File: src/hw/rtl/rpc_pkg.sv
`timescale 1ns / 1ps
// ----------------------------------------------------------------------------
// rpc_pkg
// Shared types, constants and helpers of the RTCP packet classifier.
// ----------------------------------------------------------------------------
package rpc_pkg;

  // Payload length and byte position width
  localparam int LENGTH_BITS = 16;
  // Width of the section end sum (section start plus a 16-bit section size)
  localparam int SUM_W       = 17;
  localparam int CFG_W       = 16;
  localparam int CFG_IDX_W   = 2;

  // Configuration register indexes
  localparam logic [CFG_IDX_W-1:0] REG_INTERLEAVE_PORT = 2'd0;
  localparam logic [CFG_IDX_W-1:0] REG_UDP_MIN_LENGTH  = 2'd1;
  localparam logic [CFG_IDX_W-1:0] REG_UDP_MAX_LENGTH  = 2'd2;

  // Reset values of the configuration registers
  localparam logic [CFG_W-1:0] INTERLEAVE_PORT_RST = 16'd554;
  localparam logic [CFG_W-1:0] UDP_MIN_LENGTH_RST  = 16'd28;
  localparam logic [CFG_W-1:0] UDP_MAX_LENGTH_RST  = 16'd1200;

  // Transport codes
  localparam logic [1:0] TRANSPORT_TCP = 2'd0;
  localparam logic [1:0] TRANSPORT_UDP = 2'd1;

  // Verdict codes
  localparam logic VERDICT_RTCP     = 1'b0;
  localparam logic VERDICT_EXCLUDED = 1'b1;

  // Header byte values
  localparam logic [7:0] RTCP_V2_NO_PAD  = 8'h80;
  localparam logic [7:0] RTCP_V2_ONE_RC  = 8'h81;
  localparam logic [7:0] RTCP_PT_SR      = 8'hc8;
  localparam logic [7:0] RTCP_PT_RR      = 8'hc9;

  // Length thresholds
  localparam logic [LENGTH_BITS-1:0] TCP_PREFIX_LEN  = LENGTH_BITS'(8);
  localparam logic [LENGTH_BITS-1:0] TCP_LAST_PREFIX = LENGTH_BITS'(7);
  localparam logic [LENGTH_BITS-1:0] TCP_MIN_EXCL    = LENGTH_BITS'(13);
  localparam logic [LENGTH_BITS-1:0] UDP_ALT_MIN     = LENGTH_BITS'(3);
  localparam logic [LENGTH_BITS-1:0] LEN_MAX         = '1;

  // Header flag bits
  localparam int HF_V80  = 0;
  localparam int HF_V81  = 1;
  localparam int HF_PT   = 2;
  localparam int HF_ZERO = 3;

  typedef struct packed {
    logic [7:0]  data_byte;
    logic [1:0]  transport;
    logic [15:0] source_port;
    logic [15:0] dest_port;
    logic [15:0] payload_length;
    logic        last_byte;
  } in_item_t;

  typedef struct packed {
    logic [CFG_W-1:0] interleave_port;
    logic [CFG_W-1:0] udp_min_length;
    logic [CFG_W-1:0] udp_max_length;
  } cfg_t;

  typedef struct packed {
    logic has_result;
    logic verdict;
  } eval_res_t;

  // Fixed byte pattern that opens an interleaved TCP RTCP stream
  function automatic logic [7:0] tcp_prefix_byte(input logic [2:0] idx);
    logic [7:0] val;
    case (idx)
      3'd0:    val = 8'h00;
      3'd1:    val = 8'h00;
      3'd2:    val = 8'h01;
      3'd3:    val = 8'h01;
      3'd4:    val = 8'h08;
      3'd5:    val = 8'h0a;
      3'd6:    val = 8'h00;
      default: val = 8'h01;
    endcase
    return val;
  endfunction

endpackage

File: src/hw/rtl/rpc_if.sv
`timescale 1ns / 1ps
// ----------------------------------------------------------------------------
// rpc_if
// Valid/ready channels of the classifier: payload byte requests in, verdicts out.
// ----------------------------------------------------------------------------
interface rpc_in_if;
  logic        valid;
  logic        ready;
  logic [7:0]  data_byte;
  logic [1:0]  transport;
  logic [15:0] source_port;
  logic [15:0] dest_port;
  logic [15:0] payload_length;
  logic        last_byte;

  modport source (output valid, data_byte, transport, source_port, dest_port,
                  payload_length, last_byte, input ready);
  modport sink   (input valid, data_byte, transport, source_port, dest_port,
                  payload_length, last_byte, output ready);
endinterface

interface rpc_out_if;
  logic valid;
  logic ready;
  logic verdict;

  modport source (output valid, verdict, input ready);
  modport sink   (input valid, verdict, output ready);
endinterface

File: src/hw/rtl/rtcp_packet_classifier_core.sv
`timescale 1ns / 1ps
// ----------------------------------------------------------------------------
// rtcp_packet_classifier_core
// Streaming RTCP detector: one payload byte per request, one verdict per
// packet where a verdict applies.
// ----------------------------------------------------------------------------
// Usage:
//   in_chan carries one payload byte per request with the packet's transport,
//   ports and payload length; last_byte closes the packet. out_chan carries
//   the verdict (0 RTCP, 1 excluded); packets with no verdict give nothing.
//   cfg_wr_en/cfg_index/cfg_wdata write the interleave port and the UDP
//   length bounds; write them only while no packet is in flight.
// Timing:
//   One request per cycle is accepted when the receiver keeps up. A byte is
//   held in the input register, evaluated combinationally against the packet
//   state, and its verdict lands in the result register: the closing byte
//   passes the input register, then the result register shows its verdict.
// Reset and stall:
//   rst_n (synchronous, active low) clears both stages, the packet state and
//   loads the register defaults. When out_chan stalls, the verdict holds in
//   the result register and the input stage keeps one more request before
//   in_chan.ready drops.
// ----------------------------------------------------------------------------
module rtcp_packet_classifier_core
  import rpc_pkg::*;
(
  input  logic                 clk,
  input  logic                 rst_n,
  rpc_in_if.sink               in_chan,
  rpc_out_if.source            out_chan,
  input  logic                 cfg_wr_en,
  input  logic [CFG_IDX_W-1:0] cfg_index,
  input  logic [CFG_W-1:0]     cfg_wdata
);

  cfg_t      cfg;
  in_item_t  item;
  logic      item_valid;
  logic      can_load;
  logic      advance;
  eval_res_t res;

  // Move the held byte forward whenever the result register can take it
  assign advance = item_valid && can_load;

  rpc_cfg_regs u_cfg_regs (
    .clk       (clk),
    .rst_n     (rst_n),
    .cfg_wr_en (cfg_wr_en),
    .cfg_index (cfg_index),
    .cfg_wdata (cfg_wdata),
    .cfg       (cfg)
  );

  rpc_in_reg u_in_reg (
    .clk         (clk),
    .rst_n       (rst_n),
    .in_chan     (in_chan),
    .can_advance (can_load),
    .item_valid  (item_valid),
    .item        (item)
  );

  rpc_eval u_eval (
    .clk     (clk),
    .rst_n   (rst_n),
    .advance (advance),
    .item    (item),
    .cfg     (cfg),
    .res     (res)
  );

  rpc_out_reg u_out_reg (
    .clk      (clk),
    .rst_n    (rst_n),
    .res      (res),
    .can_load (can_load),
    .out_chan (out_chan)
  );

endmodule

File: src/hw/rtl/rpc_cfg_regs.sv
`timescale 1ns / 1ps
// ----------------------------------------------------------------------------
// rpc_cfg_regs
// Configuration register file: interleave port and UDP length bounds.
// ----------------------------------------------------------------------------
module rpc_cfg_regs
  import rpc_pkg::*;
(
  input  logic                 clk,
  input  logic                 rst_n,
  input  logic                 cfg_wr_en,
  input  logic [CFG_IDX_W-1:0] cfg_index,
  input  logic [CFG_W-1:0]     cfg_wdata,
  output cfg_t                 cfg
);

  cfg_t cfg_r;

  // Write the addressed register; unknown indexes are dropped
  always_ff @(posedge clk) begin
    if (!rst_n) begin
      cfg_r.interleave_port <= INTERLEAVE_PORT_RST;
      cfg_r.udp_min_length  <= UDP_MIN_LENGTH_RST;
      cfg_r.udp_max_length  <= UDP_MAX_LENGTH_RST;
    end else if (cfg_wr_en) begin
      unique case (cfg_index)
        REG_INTERLEAVE_PORT: cfg_r.interleave_port <= cfg_wdata;
        REG_UDP_MIN_LENGTH:  cfg_r.udp_min_length  <= cfg_wdata;
        REG_UDP_MAX_LENGTH:  cfg_r.udp_max_length  <= cfg_wdata;
        default: ;
      endcase
    end
  end

  assign cfg = cfg_r;

endmodule

File: src/hw/rtl/rpc_in_reg.sv
`timescale 1ns / 1ps
// ----------------------------------------------------------------------------
// rpc_in_reg
// Input register stage: captures one byte request per cycle unless the result side stalls.
// ----------------------------------------------------------------------------
module rpc_in_reg
  import rpc_pkg::*;
(
  input  logic     clk,
  input  logic     rst_n,
  rpc_in_if.sink   in_chan,
  input  logic     can_advance,
  output logic     item_valid,
  output in_item_t item
);

  logic     valid_r;
  in_item_t item_r;
  logic     take;

  // Accept when empty or when the held request moves on this cycle
  assign in_chan.ready = !valid_r || can_advance;
  assign take          = in_chan.valid && in_chan.ready;

  // Hold the valid flag
  always_ff @(posedge clk) begin
    if (!rst_n) begin
      valid_r <= 1'b0;
    end else if (in_chan.ready) begin
      valid_r <= in_chan.valid;
    end
  end

  // Capture the payload
  always_ff @(posedge clk) begin
    if (take) begin
      item_r.data_byte      <= in_chan.data_byte;
      item_r.transport      <= in_chan.transport;
      item_r.source_port    <= in_chan.source_port;
      item_r.dest_port      <= in_chan.dest_port;
      item_r.payload_length <= in_chan.payload_length;
      item_r.last_byte      <= in_chan.last_byte;
    end
  end

  assign item_valid = valid_r;
  assign item       = item_r;

endmodule

File: src/hw/rtl/rpc_eval.sv
`timescale 1ns / 1ps
// ----------------------------------------------------------------------------
// rpc_eval
// Per-packet state and verdict logic: TCP prefix check, header flags and
// the walk over the compound section length words.
// ----------------------------------------------------------------------------
module rpc_eval
  import rpc_pkg::*;
(
  input  logic      clk,
  input  logic      rst_n,
  input  logic      advance,
  input  in_item_t  item,
  input  cfg_t      cfg,
  output eval_res_t res
);

  logic [LENGTH_BITS-1:0] byte_pos_r,    byte_pos_nxt;
  logic [LENGTH_BITS-1:0] sect_start_r,  sect_start_nxt;
  logic [7:0]             len_high_r,    len_high_nxt;
  logic                   walk_failed_r, walk_failed_nxt;
  logic [3:0]             hdr_flags_r,   hdr_flags_nxt;
  logic                   prefix_ok_r,   prefix_ok_nxt;

  logic [LENGTH_BITS-1:0] plen;
  logic [LENGTH_BITS-1:0] p;
  logic [7:0]             b;
  logic [LENGTH_BITS:0]   p_ext;
  logic [LENGTH_BITS:0]   start_plus2;
  logic [LENGTH_BITS:0]   start_plus3;
  logic [15:0]            word;
  logic [15:0]            sec;
  logic [SUM_W-1:0]       sect_end;
  logic [CFG_W-1:0]       plen_cfg;
  logic                   port_hit;
  logic                   body_ok;
  logic                   verdict_valid;
  logic                   verdict;

  assign plen     = item.payload_length[LENGTH_BITS-1:0];
  assign p        = byte_pos_r;
  assign b        = item.data_byte;
  assign p_ext    = {1'b0, p};
  assign plen_cfg = CFG_W'(plen);

  // Section size is (word + 1) * 4, kept to 16 bits
  assign word        = {len_high_r, b};
  assign sec         = {word[13:0] + 14'd1, 2'b00};
  assign start_plus2 = {1'b0, sect_start_r} + (LENGTH_BITS+1)'(2);
  assign start_plus3 = {1'b0, sect_start_r} + (LENGTH_BITS+1)'(3);
  assign sect_end    = SUM_W'(sect_start_r) + SUM_W'(sec);

  // Next packet state for the current byte
  always_comb begin
    prefix_ok_nxt   = prefix_ok_r;
    hdr_flags_nxt   = hdr_flags_r;
    len_high_nxt    = len_high_r;
    sect_start_nxt  = sect_start_r;
    walk_failed_nxt = walk_failed_r;

    if (p < TCP_PREFIX_LEN && b != tcp_prefix_byte(p[2:0])) begin
      prefix_ok_nxt = 1'b0;
    end

    if (p == '0) begin
      if (b == RTCP_V2_NO_PAD) hdr_flags_nxt[HF_V80] = 1'b1;
      if (b == RTCP_V2_ONE_RC) hdr_flags_nxt[HF_V81] = 1'b1;
    end else if (p == LENGTH_BITS'(1)) begin
      if (b == RTCP_PT_SR || b == RTCP_PT_RR) hdr_flags_nxt[HF_PT] = 1'b1;
    end else if (p == LENGTH_BITS'(2)) begin
      if (b == 8'h00) hdr_flags_nxt[HF_ZERO] = 1'b1;
    end

    // Walk the section length words inside the declared payload
    if (!walk_failed_r && p < plen) begin
      if (p_ext == start_plus2) begin
        len_high_nxt = b;
      end else if (p_ext == start_plus3) begin
        if (sec == '0 || sect_end > SUM_W'(plen)) begin
          walk_failed_nxt = 1'b1;
        end else begin
          sect_start_nxt = sect_end[LENGTH_BITS-1:0];
        end
      end
    end

    // Advance the position, saturating at the top
    byte_pos_nxt = (p != LEN_MAX) ? p + LENGTH_BITS'(1) : p;
  end

  // Verdict on the closing byte, from the updated state
  assign port_hit = (item.source_port == cfg.interleave_port) ||
                    (item.dest_port == cfg.interleave_port);
  assign body_ok  = hdr_flags_nxt[HF_PT] && hdr_flags_nxt[HF_ZERO];

  always_comb begin
    verdict_valid = 1'b0;
    verdict       = VERDICT_EXCLUDED;
    case (item.transport)
      TRANSPORT_TCP: begin
        if (plen > TCP_MIN_EXCL && port_hit && prefix_ok_nxt && p >= TCP_LAST_PREFIX) begin
          verdict_valid = 1'b1;
          verdict       = VERDICT_RTCP;
        end
      end
      TRANSPORT_UDP: begin
        if (walk_failed_nxt) begin
          verdict_valid = 1'b1;
          verdict       = VERDICT_EXCLUDED;
        end else if (body_ok && hdr_flags_nxt[HF_V80] &&
                     plen_cfg >= cfg.udp_min_length && plen_cfg <= cfg.udp_max_length) begin
          verdict_valid = 1'b1;
          verdict       = VERDICT_RTCP;
        end else if (body_ok && hdr_flags_nxt[HF_V81] && plen >= UDP_ALT_MIN) begin
          verdict_valid = 1'b1;
          verdict       = VERDICT_RTCP;
        end
      end
      default: begin
        verdict_valid = 1'b1;
        verdict       = VERDICT_EXCLUDED;
      end
    endcase
  end

  assign res.has_result = advance && item.last_byte && verdict_valid;
  assign res.verdict    = verdict;

  // Update the packet state; clear it after the closing byte
  always_ff @(posedge clk) begin
    if (!rst_n) begin
      byte_pos_r    <= '0;
      sect_start_r  <= '0;
      len_high_r    <= '0;
      walk_failed_r <= 1'b0;
      hdr_flags_r   <= '0;
      prefix_ok_r   <= 1'b1;
    end else if (advance) begin
      if (item.last_byte) begin
        byte_pos_r    <= '0;
        sect_start_r  <= '0;
        len_high_r    <= '0;
        walk_failed_r <= 1'b0;
        hdr_flags_r   <= '0;
        prefix_ok_r   <= 1'b1;
      end else begin
        byte_pos_r    <= byte_pos_nxt;
        sect_start_r  <= sect_start_nxt;
        len_high_r    <= len_high_nxt;
        walk_failed_r <= walk_failed_nxt;
        hdr_flags_r   <= hdr_flags_nxt;
        prefix_ok_r   <= prefix_ok_nxt;
      end
    end
  end

endmodule

File: src/hw/rtl/rpc_out_reg.sv
`timescale 1ns / 1ps
// ----------------------------------------------------------------------------
// rpc_out_reg
// Result register: holds one verdict until the receiver takes it.
// ----------------------------------------------------------------------------
module rpc_out_reg
  import rpc_pkg::*;
(
  input  logic       clk,
  input  logic       rst_n,
  input  eval_res_t  res,
  output logic       can_load,
  rpc_out_if.source  out_chan
);

  logic valid_r;
  logic verdict_r;

  // Load when empty or when the held verdict is taken this cycle
  assign can_load = !valid_r || out_chan.ready;

  always_ff @(posedge clk) begin
    if (!rst_n) begin
      valid_r <= 1'b0;
    end else if (can_load) begin
      valid_r <= res.has_result;
    end
  end

  always_ff @(posedge clk) begin
    if (can_load && res.has_result) begin
      verdict_r <= res.verdict;
    end
  end

  assign out_chan.valid   = valid_r;
  assign out_chan.verdict = verdict_r;

endmodule

File: src/flat_wrapper.sv
// flat-port wrapper written by rule: the top's interface ports become plain ports
module rtcp_packet_classifier_core_flat import rpc_pkg::*;
  (clk, rst_n, cfg_wr_en, cfg_index, cfg_wdata, in_chan_valid, in_chan_data_byte, in_chan_transport, in_chan_source_port, in_chan_dest_port, in_chan_payload_length, in_chan_last_byte, in_chan_ready, out_chan_valid, out_chan_verdict, out_chan_ready);
  rpc_in_if in_chan_i ();
  rpc_out_if out_chan_i ();
  input  logic clk;
  input  logic rst_n;
  input  logic cfg_wr_en;
  input  logic [CFG_IDX_W-1:0] cfg_index;
  input  logic [CFG_W-1:0] cfg_wdata;
  input wire logic [$bits(in_chan_i.valid)-1:0] in_chan_valid;
  input wire logic [$bits(in_chan_i.data_byte)-1:0] in_chan_data_byte;
  input wire logic [$bits(in_chan_i.transport)-1:0] in_chan_transport;
  input wire logic [$bits(in_chan_i.source_port)-1:0] in_chan_source_port;
  input wire logic [$bits(in_chan_i.dest_port)-1:0] in_chan_dest_port;
  input wire logic [$bits(in_chan_i.payload_length)-1:0] in_chan_payload_length;
  input wire logic [$bits(in_chan_i.last_byte)-1:0] in_chan_last_byte;
  output wire logic [$bits(in_chan_i.ready)-1:0] in_chan_ready;
  output wire logic [$bits(out_chan_i.valid)-1:0] out_chan_valid;
  output wire logic [$bits(out_chan_i.verdict)-1:0] out_chan_verdict;
  input wire logic [$bits(out_chan_i.ready)-1:0] out_chan_ready;
  assign in_chan_i.valid = in_chan_valid;
  assign in_chan_i.data_byte = in_chan_data_byte;
  assign in_chan_i.transport = in_chan_transport;
  assign in_chan_i.source_port = in_chan_source_port;
  assign in_chan_i.dest_port = in_chan_dest_port;
  assign in_chan_i.payload_length = in_chan_payload_length;
  assign in_chan_i.last_byte = in_chan_last_byte;
  assign in_chan_ready = in_chan_i.ready;
  assign out_chan_valid = out_chan_i.valid;
  assign out_chan_verdict = out_chan_i.verdict;
  assign out_chan_i.ready = out_chan_ready;
  rtcp_packet_classifier_core u_core (.clk(clk), .rst_n(rst_n), .in_chan(in_chan_i), .out_chan(out_chan_i), .cfg_wr_en(cfg_wr_en), .cfg_index(cfg_index), .cfg_wdata(cfg_wdata));
endmodule
File: config.mk
export PLATFORM = sky130hd
export DESIGN_NAME = rtcp_packet_classifier_core_flat
export DESIGN_NICKNAME = d
export VERILOG_FILES = /design/src/hw/rtl/rpc_pkg.sv /design/src/hw/rtl/rpc_if.sv /design/src/hw/rtl/rtcp_packet_classifier_core.sv /design/src/hw/rtl/rpc_cfg_regs.sv /design/src/hw/rtl/rpc_in_reg.sv /design/src/hw/rtl/rpc_eval.sv /design/src/hw/rtl/rpc_out_reg.sv /design/src/flat_wrapper.sv
export SDC_FILE = /design/constraint.sdc
export NUM_CORES = 1
export LEC_CHECK = 0
export BUFFER_PORTS_ARGS = -buffer_cell sky130_fd_sc_hd__clkbuf_2
export CAP_MARGIN = 20
export CORE_MARGIN = 2
export CORE_UTILIZATION = 54
export DETAILED_ROUTE_END_ITERATION = 6
export PLACE_DENSITY = 0.81
export SYNTH_ARGS = -nofsm -noshare
export SYNTH_HDL_FRONTEND = slang
export SYNTH_HIERARCHICAL = 1
export SYNTH_SLANG_ARGS = --single-unit
File: constraint.sdc
create_clock -name clk -period 4.45 [get_ports clk]
set_input_delay 0.89 -clock clk [delete_from_list [all_inputs] [get_ports clk]]
set_output_delay 0.89 -clock clk [all_outputs]
set_load 0.005 [all_outputs]
Word level (Yosys, flattened, before mapping)
Cells that the tools add are included.
W data, S select, Z words.
{"block": "word_totals", "input_bits": 82, "wordCells": 131, "out_inout_bits": 3, "regBits": 154}
{"block": "classes", "magnitude_cmp": 8, "mux": 38, "eq_ne": 21, "add_sub_neg": 5, "reduce_logical": 41}
{"operator": "$mux W16", "count": 7}
{"operator": "$add A16 B2 Y17 const B", "count": 2}
{"operator": "$eq A16 B17 Y1", "count": 2}
{"operator": "$eq A16 B16 Y1", "count": 2}
{"operator": "$eq A8 B8 Y1 const B", "count": 4}
{"operator": "$logic_not A16 Y1", "count": 2}
{"operator": "$mux W1", "count": 22}
{"operator": "$mux W6", "count": 3}
{"operator": "$add A16 B16 Y17", "count": 1}
{"operator": "$gt A17 B16 Y1", "count": 1}
{"operator": "$add A16 B1 Y16 const B", "count": 1}
{"operator": "$eq A16 B1 Y1 const B", "count": 1}
{"operator": "$eq A16 B2 Y1 const B", "count": 1}
{"operator": "$ge A16 B16 Y1", "count": 1}
{"operator": "$ge A16 B2 Y1 const B", "count": 1}
{"operator": "$ge A16 B3 Y1 const B", "count": 1}
{"operator": "$gt A16 B4 Y1 const B", "count": 1}
{"operator": "$le A16 B16 Y1", "count": 1}
{"operator": "$logic_and A1 B1 Y1", "count": 16}
{"operator": "$lt A16 B16 Y1", "count": 1}
{"operator": "$lt A16 B4 Y1 const B", "count": 1}
{"operator": "$ne A16 B16 Y1 const B", "count": 1}
{"operator": "$add A14 B1 Y14 const B", "count": 1}
{"operator": "$pmux W4 S3", "count": 1}
{"operator": "19 further kinds", "count": 38}

Logic depth before layout (Yosys ltp)
{"block": "logic_depth", "depth_word": 14, "depth_mapped": 22, "mapped_depth_nobuf": 21}

Hierarchy
Netlist, hierarchy kept.
{"mod": "rpc_eval", "area_per_inst_um2": 5134.9, "cells_per_inst": 636, "seq_area_each_um2": 840.8, "instances": 1}
{"mod": "rpc_cfg_regs", "area_per_inst_um2": 1930.6, "cells_per_inst": 187, "seq_area_each_um2": 960.9, "instances": 1}
{"mod": "rpc_in_reg", "area_per_inst_um2": 1829.3, "cells_per_inst": 64, "seq_area_each_um2": 1791.7, "instances": 1}
{"mod": "rpc_out_reg", "area_per_inst_um2": 87.6, "cells_per_inst": 6, "seq_area_each_um2": 50.0, "instances": 1}
{"mod": "rtcp_packet_classifier_core", "area_per_inst_um2": 6.3, "cells_per_inst": 1, "seq_area_each_um2": 0.0, "instances": 1}

Least setup slack after synthesis
No wires, ideal clock.
{"block": "synth_path", "kind": "reg-to-reg", "startpoint": "reg u_core.u_in_reg.item_r, in the netlist u_core/u_in_reg/item[51]", "endpoint": "reg u_core.u_out_reg.verdict_r (netlist: u_core/u_out_reg/out_chan.verdict), enable pin", "synth_period_minus_slack_ns": 4.281, "setup_ns": 0.289, "slack_ns": 0.169, "path_stages_with_launch": 21, "path_buffers": 1, "required_time_ns": 4.161, "arrival_ns": 3.993, "path_cell_list": "edfxtp_1 > buf_2 > inv_1 > ha_1 > fa_1 > a211o_1 > o211ai_1 > a21oi_1 > o211ai_1 > nand2_1 > xor2_1 > ha_1 > nand4_1 > nor3_1 > a22oi_1 > a221o_1 > nand4_2 > a41o_1 > nand2_1 > a31oi_1 > and2_4"}
{"element": "from (decl)", "line": "rpc_in_reg.sv:18", "source": "in_item_t item_r;"}
{"element": "to (signal assigned)", "line": "rpc_out_reg.sv:32", "source": "verdict_r <= res.verdict;"}
{"element": "to (decl)", "line": "rpc_out_reg.sv:17", "source": "logic verdict_r;"}

==> results.yml <==
place:
  gp_congestion: 0.904
  dp_hpwl_mm: 15.5
  port_buffers: 84
synth:
  synth_seq_cells: 152
  synth.avg_cell_area_sq_um: 10.1
  synthCells: 894
  synth-seq-area-share_pct: 40.5
  synth_async_sr_flop_share_pct: 0
  netlist_area_sq_um: 8990
  synth-warning-count: 6
  synth_cell_types: 78
  yosysTopAreaCellShare_pct: 20.5
  syn_nets: 1063
  synth_edf_count: 60
  ys.flop_type: "dfxtp_1"
  ys_top_cells_by_area: "dfxtp_1 (20%), edfxtp_1 (20%), ha_1 (12%), xnor2_1 (5.6%), mux2i_1 (4.9%)"
  synth_area_leader_cell: "dfxtp_1"
die:
  fp.dieH_um: 133
  die_w_um: 133
  initial_core_util_pct: 54.8
  core_area_sq_um: 16400
  io_pins: 85
  rows: 47
  dieArea_sq_um: 17700
hold_path:
  hp-class: "flop to flop"
cells_and_area:
  n_antenna_cell: 0
  mostFrequentLayoutCells: "dfxtp_1 (92), nand2_1 (89), clkbuf_2 (84), ha_1 (80), inv_1 (66)"
  areaGrowthSynthToFinish_pct: 17.5
  final_nets: 1171
  final_common_cell: "dfxtp_1"
  layout-drive-gt1-share_pct: 20.2
clock_network:
  numCtsBuffers: 17
  cts_tree: "built"
  worstSkewPairLatency_ps: 440
  clock-sinks: 152
  clockBufferDepth: 2
  htree_levels: 4
  hold_buffers: 0
  cts-root-buf: "clkbuf_16"
  path_clk_slew_ps: 70
global_route:
  grt_remaining_overflow: 0
  grt_pass1_vias: 7037
  grt_max_degree: 60
  grtUsageTotal_pct: 24.8
  antenna_found_initial: 0
  grt_pass1_wl_mm: 34.6
sta:
  max_freq_mhz: 219
  setup_tns_ps: -360
  post-route-period-util_pct: 103
  skew_ps: 9.89
  post-route-min-period_ps: 4570
  finalHoldViolCount: 0
  rsz0062_at_grt: "yes"
  whs_ps: 460
  slew_viol_final: 0
  final.setup.worst_slack_ps: -119
  setup_viol: 11
  tightest_slew_ps: 807
  slew_headroom_pct: 46.2
worst_setup_path:
  endpoint_kind: "flop"
  cp_data_required_time_ps: 4610
  worstPathMaxFanout: 7
  crit_type: "flop to flop"
  arrival_ps: 4720
  cp-start-kind: "flop"
run:
  maxCapViolCount: 0
drt:
  wl_mm: 22.4
  via_per_inst: 5.81
  drt-pass1-iter-count: 5
  ant_nets: 0
  routedWlPerCell_um: 18.1
  via_count: 7180
  drtIter0Drc: 438
  route.detailed.drc: 0
power_and_ir_drop:
  powerDensity_nw_per_um2: 317
  p_leak_nw: 4.47
  ir_worst_vdd_mv: 0.311
run_status:
  violations: "setup timing"
  outcome: "complete, but fails checks"
==> flip-flops by register name, summed over array words and instances (netlist names) <==
name,flops
u_core/u_in_reg/item_valid,1
u_core/u_eval/byte_pos_r,16
u_core/u_cfg_regs/cfg,48
u_core/u_eval/len_high_r,6
u_core/u_out_reg/out_chan.valid,1
u_core/u_eval/hdr_flags_r,4
u_core/u_eval/prefix_ok_r,1
u_core/u_eval/walk_failed_r,1
u_core/u_in_reg/item,59
u_core/u_out_reg/out_chan.verdict,1
u_core/u_eval/sect_start_r,14
==> through the flow <==
stage               cell area, sq um  total power [mW]  instances  setup WS [ps]  util, %
finish                         10600              3.34       1235           -119     64.4
global placement                9670              1.87       1192           42.9     58.9
detailed placement              9670              1.88       1192          -72.6     58.9
floorplan                       8990              1.77        894            169        -
CTS                            10300              3.34       1226           6.20     63.0
global route                   10600              3.45       1235           -297     64.4
==> layer usage <==
layer	track usage (%)	part of all wire [%]	wire (um)	up-vias
met4	10.6	2.7	598	0
met3	4.67	6.4	1430	51
met1	33.0	44	9950	3405
met5	0	0	0	-
met2	39.5	46	10400	282
li1	-	-	-	3442
==> worst max-delay path, cell delays in order (launching register included) <==
cell,delay (ps)
edfxtp_1,400
buf_4,180
nand3_1,120
nor2_2,170
and3_1,240
xor2_2,250
ha_4,250
a21oi_2,190
nand2_1,90
o211ai_1,180
nand2_1,90
xor2_1,170
ha_1,330
nand4_1,140
nor3_2,230
a22oi_1,120
a221o_1,340
nand4_2,130
a41o_1,240
nand2_1,90
a31oi_2,170
and2_4,180
==> repair_timing <==
action	in CTS	in global routing
setup buffers	2	7
endpoints found under the setup margin	1	17
resized for setup	7	36
pin swaps	4	18
gates cloned	0	2
==> cell type report <==
type / count / area (sq um)
Sequential cell: 152 / 3640
Fill cell: 1221 / 5850
Clock buffer: 17 / 425
Inverter: 67 / 251
Tap cell: 220 / 275
Multi-Input combinational cell: 642 / 5050
Clock inverter: 15 / 191
Timing Repair Buffer: 122 / 721
==> synthesized netlist by cell type (19+ instances only) <==
master / count
a21oi_1: 33
nand4_1: 21
mux2i_1: 44
inv_1: 66
nand2_1: 89
edfxtp_1: 60
o21ai_0: 24
nor2_1: 43
dfxtp_1: 92
ha_1: 86
nand3_1: 19
xor2_1: 24
xnor2_1: 57
==> path summary, 6_finish.rpt <==
path                             startpoint                                 to  slack, ps  cells after the start
setup / recovery   u_core/u_in_reg/item[52]  u_core/u_out_reg/out_chan.verdict       -120                     21
hold / removal    u_core/u_cfg_regs/cfg[23]          u_core/u_cfg_regs/cfg[23]        460                      2
setup reg to reg   u_core/u_in_reg/item[52]  u_core/u_out_reg/out_chan.verdict       -120                     21
hold reg to reg   u_core/u_cfg_regs/cfg[23]          u_core/u_cfg_regs/cfg[23]        460                      2
==> cell families after synthesis <==
kind of cell | Yosys count | synth area share [%]
multiplexers | 44 | 4.90
flip-flops | 152 | 40.5
buffers and inverters | 101 | 5.29
adder cells (fa/ha/maj) | 87 | 12.2
AO/OA/AOI/OAI | 148 | 11.6
AND/OR/NAND/NOR | 281 | 17.6
XOR/XNOR | 81 | 7.89
==> report_power, final <==
part           switching [mW]  total, mW  internal (mW)
Clock                   0.700       1.47          0.769
Combinational           0.183      0.332          0.148
Sequential             0.0438       1.54           1.50
Total                   0.927       3.34           2.42
Power figures use the tool's default switching activity.
